**config.mk**
```make
export PLATFORM = sky130hd
export DESIGN_NAME = sqm_ctrl
export DESIGN_NICKNAME = d
export VERILOG_FILES = /design/src/design/square_matrix_add_sub_multiply_assert.svh /design/src/design/sqm_pkg.sv /design/src/design/sqm_ctrl.sv
export SDC_FILE = /design/constraint.sdc
export NUM_CORES = 1
export LEC_CHECK = 0
export BUFFER_PORTS_ARGS = -buffer_cell sky130_fd_sc_hd__buf_2
export CORE_AREA = 2 2 39 41
export DETAILED_ROUTE_END_ITERATION = 10
export DIE_AREA = 0 0 41 43
export PLACE_DENSITY = 0.35
export SYNTH_ARGS = -nofsm -noshare
export SYNTH_HDL_FRONTEND = slang
export SYNTH_SLANG_ARGS = --single-unit
```
**constraint.sdc**
```tcl
create_clock -name clk -period 1.8 [get_ports clk]
set_input_delay 0.09 -clock clk [delete_from_list [all_inputs] [get_ports clk]]
set_output_delay 0.09 -clock clk [all_outputs]
set_load 0.05 [all_outputs]
```
**src/design/square_matrix_add_sub_multiply_assert.svh**
```systemverilog
// ----------------------------------------------------------------------------
// Assertion macros for the square matrix unit
// Implication and next-cycle checks, clocked on the rising edge, off in reset.
// ----------------------------------------------------------------------------
`ifndef SQUARE_MATRIX_ADD_SUB_MULTIPLY_ASSERT_SVH
`define SQUARE_MATRIX_ADD_SUB_MULTIPLY_ASSERT_SVH

// same-cycle implication
`define SQM_ASSERT_NOW(lbl, ck, rs, ante, cons, msg) \
  lbl: assert property (@(posedge ck) disable iff (rs) (ante) |-> (cons)) else $error(msg);

// next-cycle implication
`define SQM_ASSERT_NEXT(lbl, ck, rs, ante, cons, msg) \
  lbl: assert property (@(posedge ck) disable iff (rs) (ante) |=> (cons)) else $error(msg);

`endif

```
**src/design/sqm_pkg.sv**
```systemverilog
// ----------------------------------------------------------------------------
// sqm_pkg
// Shared types and constants for the square matrix add, subtract, multiply unit.
// ----------------------------------------------------------------------------
package sqm_pkg;

  localparam int MAX_DIM_DEF = 16;
  localparam int DATA_W      = 32;
  localparam int IDX_IN_W    = 4;
  localparam int CMD_W       = 2;
  localparam int MSIZE_W     = 5;
  localparam int OPM_W       = 2;
  localparam int IN_TDATA_W  = 2 * IDX_IN_W + DATA_W;
  localparam int CFG_IDX_W   = 4;
  localparam int CFG_DATA_W  = 5;

  localparam logic [MSIZE_W-1:0] MSIZE_RST = MSIZE_W'(16);

  localparam logic [CFG_IDX_W-1:0] CFG_MAT_SIZE = CFG_IDX_W'(0);
  localparam logic [CFG_IDX_W-1:0] CFG_OP_MODE  = CFG_IDX_W'(1);

  typedef enum logic [CMD_W-1:0] {
    CMD_WR_A = 2'd0,
    CMD_WR_B = 2'd1,
    CMD_RD   = 2'd2,
    CMD_NOP  = 2'd3
  } cmd_t;

  typedef enum logic [OPM_W-1:0] {
    OP_ADD  = 2'd0,
    OP_SUB  = 2'd1,
    OP_MUL  = 2'd2,
    OP_NONE = 2'd3
  } op_t;

  typedef enum logic [1:0] {
    ST_IDLE,
    ST_ISSUE,
    ST_DRAIN,
    ST_DONE
  } state_t;

  typedef struct packed {
    logic load;
    logic issue;
    logic push;
  } ctl_cmd_t;

  typedef struct packed {
    logic compute;
    logic last;
    logic busy;
    logic out_free;
  } ctl_sts_t;

endpackage

```
**src/design/sqm_ctrl.sv**
```systemverilog
// ----------------------------------------------------------------------------
// sqm_ctrl
// Sequencer: take one item, walk the read/accumulate steps for a read, hand off the result.
// ----------------------------------------------------------------------------
module sqm_ctrl (
  input  logic              clk,
  input  logic              rst,
  input  logic              s_axis_tvalid,
  output logic              s_axis_tready,
  input  sqm_pkg::ctl_sts_t sts,
  output sqm_pkg::ctl_cmd_t cmd
);
  import sqm_pkg::*;

  state_t state;
  state_t state_next;

  always_ff @(posedge clk) begin
    if (rst) begin
      state <= ST_IDLE;
    end else begin
      state <= state_next;
    end
  end

  always_comb begin
    state_next = state;
    unique case (state)
      ST_IDLE: begin
        if (s_axis_tvalid) begin
          state_next = sts.compute ? ST_ISSUE : ST_DONE;
        end
      end
      ST_ISSUE: begin
        if (sts.last) begin
          state_next = ST_DRAIN;
        end
      end
      ST_DRAIN: begin
        if (!sts.busy) begin
          state_next = ST_DONE;
        end
      end
      ST_DONE: begin
        if (sts.out_free) begin
          state_next = ST_IDLE;
        end
      end
    endcase
  end

  always_comb begin
    s_axis_tready = 1'b0;
    cmd           = '0;
    unique case (state)
      ST_IDLE: begin
        s_axis_tready = 1'b1;
        cmd.load      = s_axis_tvalid;
      end
      ST_ISSUE: begin
        cmd.issue = 1'b1;
      end
      ST_DRAIN: begin
        cmd = '0;
      end
      ST_DONE: begin
        cmd.push = sts.out_free;
      end
    endcase
  end

endmodule

```
======== After elaboration in Yosys (flattened, before gate mapping) ========
Cells that the tools add are included.
operators by class
  equal/unequal tests ..................... 7
  mux-type cells .......................... 10
  reductions and logical operators ........ 2
operators by type and width
  operator            number
  $mux 2              5
  $ne 2x2->1 const B  4
  $pmux 2 s4          1
  $eq 2x2->1 const B  2
  $mux 1              4
  $reduce_and 4->1    1
  $eq 2x1->1 const B  1
  $logic_not 2->1     1
storage, ports and cells
  flip-flop bits (word level) ............. 2
  input port bits ......................... 7
  output and inout bits ................... 4
  logic and storage cells ................. 20

======== Longest topological paths before layout ========
Gate-level depths: netlist (run 1).
  depth after elaboration ................. 3
  depth in mapped cells ................... 5
  gate-level depth less buffers ........... 5

======== Worst setup path after synthesis (run 1) ========
No wires, ideal clock.
  kind .................................... reg2reg
  start ................................... reg state[0]
  end ..................................... reg state[1]
  library setup time ...................... 0.121 ns
  arrival time ............................ 1.655 ns
  required time ........................... 1.679 ns
  path slack .............................. 0.023 ns
  stages on the path, launching flop included .. 6
  buffers on the path ..................... 0
  clock period less this slack ............ 1.777 ns
  cells stage by stage .................... dfxtp_1 > inv_1 > ha_1 > nor2b_4 > a2111oi_4 > mux2_4
between the ends
  word-level cells in the longest chain between the ends .. 3
  elaborated cells between the ends (all ways) .. 10
  those cells by class .................... eq/ne (7); mux (1); reduce/logical (2)
ends and longest elaborated chain
  what                                      RTL line        RTL
  start, declared                           sqm_ctrl.sv:15  state_t state;
  start signal, assigned                    sqm_ctrl.sv:22  state <= state_next;
  $eq 2x1->1, or another cell as far along  sqm_ctrl.sv:28  unique case (state)
  $ne 2x2->1 (no source line)               n/a
  $reduce_and 4->1 (no source line)         n/a
Parallel ways exist; a longest one is shown, timed or not.
A chain may end at the register's enable or synchronous reset.

======== Worst setup path after layout (run 1) ========
Same ends and word-level chain as after synthesis.

==> results of run 1 <==
==> synth_stat cells (2+ instances only) <==
master   n
dfxtp_1  2
ha_1     4
inv_1    3
and2_1   2
nor2b_4  2
==> metrics by stage <==
step	hold WS (ns)	total power [mW]	utilization, %	instance area [um2]	std cells
2_1_floorplan	0.247	0.446	-	230	22
3_3_place_gp	0.384	0.519	21.7	300	48
3_5_place_dp	0.382	0.516	21.7	300	48
4_1_cts	0.139	0.623	23.3	323	51
5_1_grt	0.156	0.671	23.3	323	51
6_report	0.145	0.606	23.3	323	51
==> final cells by class <==
class / count / area share, %
repair buffers: 10 / 15.5
inverters: 3 / 3.49
multi-input cells: 17 / 55.4
clock buffers: 3 / 6.98
well taps: 16 / 6.20
flip-flops and latches: 2 / 12.4
==> worst max-delay path, delay by kind of cell, from the launching register on <==
family | cells | cell delay, ns
AO/OA/AOI/OAI | 1 | 0.32
adder cells (fa/ha/maj) | 1 | 0.26
buffers and inverters | 1 | 0.08
flip-flops | 1 | 0.36
multiplexers | 1 | 0.33
AND/OR/NAND/NOR | 1 | 0.15
==> cell families after synthesis <==
logic type / share of synthesized area [%]
AOI/OAI and AO/OA: 18.5
and+or+nand+nor: 31.0
DFF: 17.4
muxes: 6.52
buffers and inverters: 4.89
adders and majority gates: 21.7
==> how the worst max path moves through the flow <==
stage | endpoint | slack (ns) | cells past startpoint
floorplan | state[1] | 0.02 | 5
global placement | state[1] | 0.16 | 5
detailed placement | state[1] | 0.16 | 5
CTS | state[1] | 0.15 | 5
global route | state[1] | 0.08 | 5
finish | state[1] | 0.18 | 5
==> power groups by stage <==
stage / clock (mW) / combinational [mW] / sequential [mW]
finish: 0.0999 / 0.422 / 0.0839
floorplan: 0 / 0.365 / 0.0813
detailed placement: 0 / 0.431 / 0.0855
CTS: 0.107 / 0.432 / 0.0848
global placement: 0 / 0.434 / 0.0848
global route: 0.118 / 0.463 / 0.0897
==> routing by layer <==
layer,vias up,GRT usage [%],routed length [um]
met4,0,6.00,0
met1,79,7.67,185
met3,0,6.28,36
li1,99,-,-
met2,7,6.88,173
met5,-,0,0
==> impl_metrics.py, run 1 <==
metrics = {
    "status": {
        "outcome": "finished clean",
    },
    "clock_tree": {
        "clk_pin_slew_ns": 0.03,
        "cts_hold_buf": 0,
        "cts_setup_buffers": 0,
        "cts_sinks": 2,
        "root_buffer": "clkbuf_4",
        "cts_htree_levels": 1,
        "tritoncts": "yes",
        "clockBufferDepth": 2,
        "ctsResizeCount": 0,
        "clk-insertion-delay-late_ns": 0.23,
        "numCtsBuffers": 3,
    },
    "route": {
        "num_vias": 185,
        "drt_pass1_iterations": 2,
        "via_per_inst": 3.63,
        "first_iter_violations": 6,
        "ant_nets": 0,
        "wl_um": 395,
        "wl_per_cell_um": 7.75,
        "drcViolationCount": 0,
    },
    "global_route": {
        "gr-total-overflow": 0,
        "grt_usage_pct": 6.71,
        "grt_pass1_wl_um": 696,
        "antenna_found_initial": 0,
        "grt_pass1_vias": 167,
        "grt_max_degree": 7,
    },
    "cells_and_area": {
        "reg_top3": "state (2)",
        "nFillCells": 168,
        "regMostFlops": "state",
        "diodes": 0,
        "seqCellArea_um2": 40.0,
        "nets": 48,
        "largest_reg_flops": 2,
        "multi_input_area_um2": 179,
        "final_common_cell": "buf_2",
        "drive_above_1_share_pct": 48.6,
        "syn2layout_area_growth_pct": 40.2,
        "mostFrequentLayoutCells": "10 x buf_2, 4 x ha_1, 3 x inv_1, 3 x clkbuf_4",
    },
    "floorplanning": {
        "initial_core_util_pct": 16.6,
        "die_h_um": 43,
        "rows": 14,
        "coreArea_mm2": 0.00138,
        "ios": 11,
        "die_area_mm2": 0.00176,
        "die_width_um": 41,
    },
    "timing": {
        "tns_ns": 0,
        "fin_crit_ns": 1.62,
        "hold_violations": 0,
        "skew_ns": 0.00314,
        "tightest_slew_ns": 0.314,
        "finalSetupViolCount": 0,
        "rsz0062_at_grt": "false",
        "maxSlewHeadroom_pct": 79.0,
        "period_share_pct": 89.8,
        "drv_slew": 0,
        "clock.fmax_mhz": 619,
        "fin_ws_ns": 0.183,
    },
    "critical_path": {
        "cp-start-kind": "register",
        "endpoint_kind": "register",
        "r2r_cells": 5,
        "critical_path.max_fanout": 6,
        "slowest_stage": "dfxtp_1",
        "path_class": "register to register",
        "worstPathArrival_ns": 1.72,
        "critical_path.startpoint": "state[0]",
        "max_stage_delay_ns": 0.36,
        "cp_data_required_time_ns": 1.91,
        "r2r-end": "state[1]",
        "worst_r2r_startpoint": "state[0]",
        "reg2reg_slack_ns": 0.18,
        "cp_cell_sequence": "inv_1 -> ha_1 -> nor2b_4 -> a2111oi_4 -> mux2_4",
    },
    "pwr": {
        "ir_worst_vdd_mv": 0.424,
        "p_sw_share_pct": 48.4,
        "power_frac_seq_pct": 13.9,
        "switchingPower_mw": 0.293,
        "p_leak_nw": 0.170,
        "clock_power_share_pct": 16.5,
        "power_density_mw_per_mm2": 1880,
        "p_comb_share_pct": 69.7,
        "intPower_mw": 0.313,
    },
    "synth": {
        "synth_top_cell_area_share_pct": 21.7,
        "syn-num-nets": 33,
        "seq_area_frac_synth_pct": 17.4,
        "synthFlopType": "dfxtp_1",
        "ys_ff_latch": 2,
        "synth_area_leaders": "ha_1 22%, dfxtp_1 17%, a2111oi_4 12%",
        "avgSynthCellArea_um2": 10.5,
        "yosys.area.top_type": "ha_1",
        "ys_types": 14,
        "async_reset_ff_share_pct": 0,
        "yosysWarnings": 0,
        "synth_cells": 22,
        "synth_edf_count": 0,
        "synth_area_um2": 230,
    },
    "placement": {
        "dp_slack_ns": 0.161,
        "globalplace.congestion": 0.652,
        "io_buffers": 10,
        "dp_hpwl_um": 337,
    },
    "worst_hold_path": {
        "hold_depth": 3,
        "hold_end": "state[0]",
        "hold_path.startpoint": "rst",
        "hp-class": "input pin to register",
    },
    "run": {
        "max_cap_viol_count": 0,
    },
}
(Power assumes the default switching activity.)
==> inputs of run 2 (changes only) <==
Settings changed: ABC_AREA set to 1.
==> impl_metrics.py, run 2 <==
metrics = {
    "cells_and_area": {
        "mostFrequentLayoutCells": "10 x nand2_1, 10 x buf_2, 9 x inv_1, 4 x ha_1",
        "regMostFlops": "state",
        "final-instance-count-excl-fill": 65,
        "nFillCells": 165,
        "multi_input_area_um2": 150,
        "drive_above_1_share_pct": 42.9,
        "diodes": 0,
        "seqCellArea_um2": 40.0,
        "syn2layout_area_growth_pct": 40.7,
        "final_area_um2": 320,
        "largest_reg_flops": 2,
        "nets": 62,
        "reg_top3": "state (2)",
    },
    "route": {
        "num_vias": 219,
        "via_per_inst": 3.37,
        "first_iter_violations": 0,
        "ant_nets": 0,
        "wl_um": 436,
        "wl_per_cell_um": 6.71,
        "drt_pass1_iterations": 1,
        "drcViolationCount": 0,
    },
    "pwr": {
        "clock_power_share_pct": 15.6,
        "p_leak_nw": 0.207,
        "ir_worst_vdd_mv": 0.429,
        "p_comb_share_pct": 70.0,
        "switchingPower_mw": 0.352,
        "power_frac_seq_pct": 14.4,
        "intPower_mw": 0.270,
        "p_sw_share_pct": 56.6,
        "power_density_mw_per_mm2": 1940,
    },
    "timing": {
        "tns_ns": 0,
        "finalSetupViolCount": 0,
        "hold_ws_ns": 0.129,
        "tightest_slew_ns": 0.248,
        "period_share_pct": 74.0,
        "clock.fmax_mhz": 751,
        "skew_ns": 0.000911,
        "hold_violations": 0,
        "maxSlewHeadroom_pct": 83.6,
        "drv_slew": 0,
        "rsz0062_at_grt": "false",
        "fin_crit_ns": 1.33,
    },
    "clock_tree": {
        "clk_pin_slew_ns": 0.03,
        "cts_setup_buffers": 0,
        "root_buffer": "clkbuf_4",
        "clk-insertion-delay-late_ns": 0.22,
        "cts_sinks": 2,
        "cts_htree_levels": 1,
        "numCtsBuffers": 3,
        "ctsResizeCount": 0,
        "cts_hold_buf": 0,
        "clockBufferDepth": 2,
        "tritoncts": "yes",
    },
    "synth": {
        "synthFlopType": "dfxtp_1",
        "syn-num-nets": 47,
        "avgSynthCellArea_um2": 6.33,
        "synth_area_um2": 228,
        "yosys.area.top_type": "ha_1",
        "ys_top_cells_by_count": "10 x nand2_1, 9 x inv_1, 4 x ha_1",
        "ys_types": 10,
        "synth_edf_count": 0,
        "synth_cells": 36,
        "ys_ff_latch": 2,
        "synth.most_common_cell": "nand2_1",
        "async_reset_ff_share_pct": 0,
        "seq_area_frac_synth_pct": 17.6,
        "synth_area_leaders": "ha_1 22%, dfxtp_1 18%, nand2_1 16%",
        "yosysWarnings": 0,
        "synth_top_cell_area_share_pct": 22.0,
    },
    "placement": {
        "dp_hpwl_um": 350,
        "post-place-cells": 62,
        "dpl_cell_area_um2": 298,
        "globalplace.congestion": 0.615,
        "io_buffers": 10,
    },
    "floorplanning": {
        "coreArea_mm2": 0.00138,
        "die_area_mm2": 0.00176,
        "die_h_um": 43,
        "rows": 14,
        "initial_core_util_pct": 16.5,
        "ios": 11,
        "die_width_um": 41,
    },
    "critical_path": {
        "critical_path.max_fanout": 5,
        "cp-start-kind": "register",
        "cp_cell_sequence": "inv_1 -> ha_1 -> nand2_1 -> inv_1 -> buf_2",
        "slowest_stage": "dfxtp_1",
        "max_stage_delay_ns": 0.33,
        "endpoint_kind": "output port",
        "cp_data_required_time_ns": 1.71,
        "crit_top_cell": "inv_1",
        "path_class": "register to output port",
        "worstPathArrival_ns": 1.24,
    },
    "worst_hold_path": {
        "hp-class": "input pin to register",
    },
    "status": {
        "outcome": "finished clean",
    },
    "run": {
        "max_cap_viol_count": 0,
    },
    "global_route": {
        "gr-total-overflow": 0,
        "grt_pass1_wl_um": 669,
        "grt_usage_pct": 5.81,
        "antenna_found_initial": 0,
        "grt_pass1_vias": 197,
        "grt_max_degree": 6,
    },
}
==> run 2: cell type report <==
| type | instances | share of cell area [%] |
|---|---|---|
| inverter | 10 | 11.7 |
| multi-input combinational | 24 | 46.9 |
| sequential | 2 | 12.5 |
| clock buffer | 3 | 7.03 |
| timing repair buffer | 10 | 15.6 |
| tap | 16 | 6.25 |
==> run 2: metrics by stage <==
step | utilization, % | power [mW] | setup WS [ns]
after CTS | 23.1 | 0.643 | 0.433
after floorplan | - | 0.460 | 0.357
after global placement | 21.5 | 0.534 | 0.518
final | 23.1 | 0.623 | 0.468
after global routing | 23.1 | 0.692 | 0.325
after detailed placement | 21.5 | 0.536 | 0.501
==> run 2: cell families after synthesis <==
| family | share of synthesized area (%) |
|---|---|
| adders and majority gates | 22.0 |
| DFF | 17.6 |
| AOI/OAI and AO/OA | 3.85 |
| buffers and inverters | 16.5 |
| and+or+nand+nor | 40.1 |
==> run 2: worst paths after layout <==
| path | startpoint | to | slack, ns | cells after the start |
|---|---|---|---|---|
| worst max-delay path | state[1] | cmd[2] | 0.47 | 5 |
| worst min-delay path | rst | state[1] | 0.13 | 4 |
| worst max register to register | state[0] | state[0] | 0.52 | 8 |
| worst min register to register | state[1] | state[1] | 0.56 | 2 |
==> run 2: routing by layer <==
| layer | up-vias | wire [um] | track usage (%) |
|---|---|---|---|
| li1 | 127 | - | - |
| met1 | 82 | 187 | 6.37 |
| met2 | 10 | 194 | 8.13 |
| met3 | 0 | 55 | 1.57 |
| met4 | 0 | 0 | 6.00 |
| met5 | - | 0 | 0 |
==> run 2: power groups by stage <==
stage	registers, mW	logic [mW]	clock network (mW)
2_1_floorplan	0.0844	0.375	0
3_3_place_gp	0.0916	0.443	0
3_5_place_dp	0.0920	0.444	0
4_1_cts	0.0912	0.446	0.106
5_1_grt	0.0941	0.494	0.104
6_report	0.0898	0.436	0.0972
==> run 2: worst max-delay path, delay by kind of cell (launching register included) <==
kind / cells / cell delay, ns
and+or+nand+nor: 1 / 0.07
buffers and inverters: 3 / 0.39
adders and majority gates: 1 / 0.24
DFF: 1 / 0.33
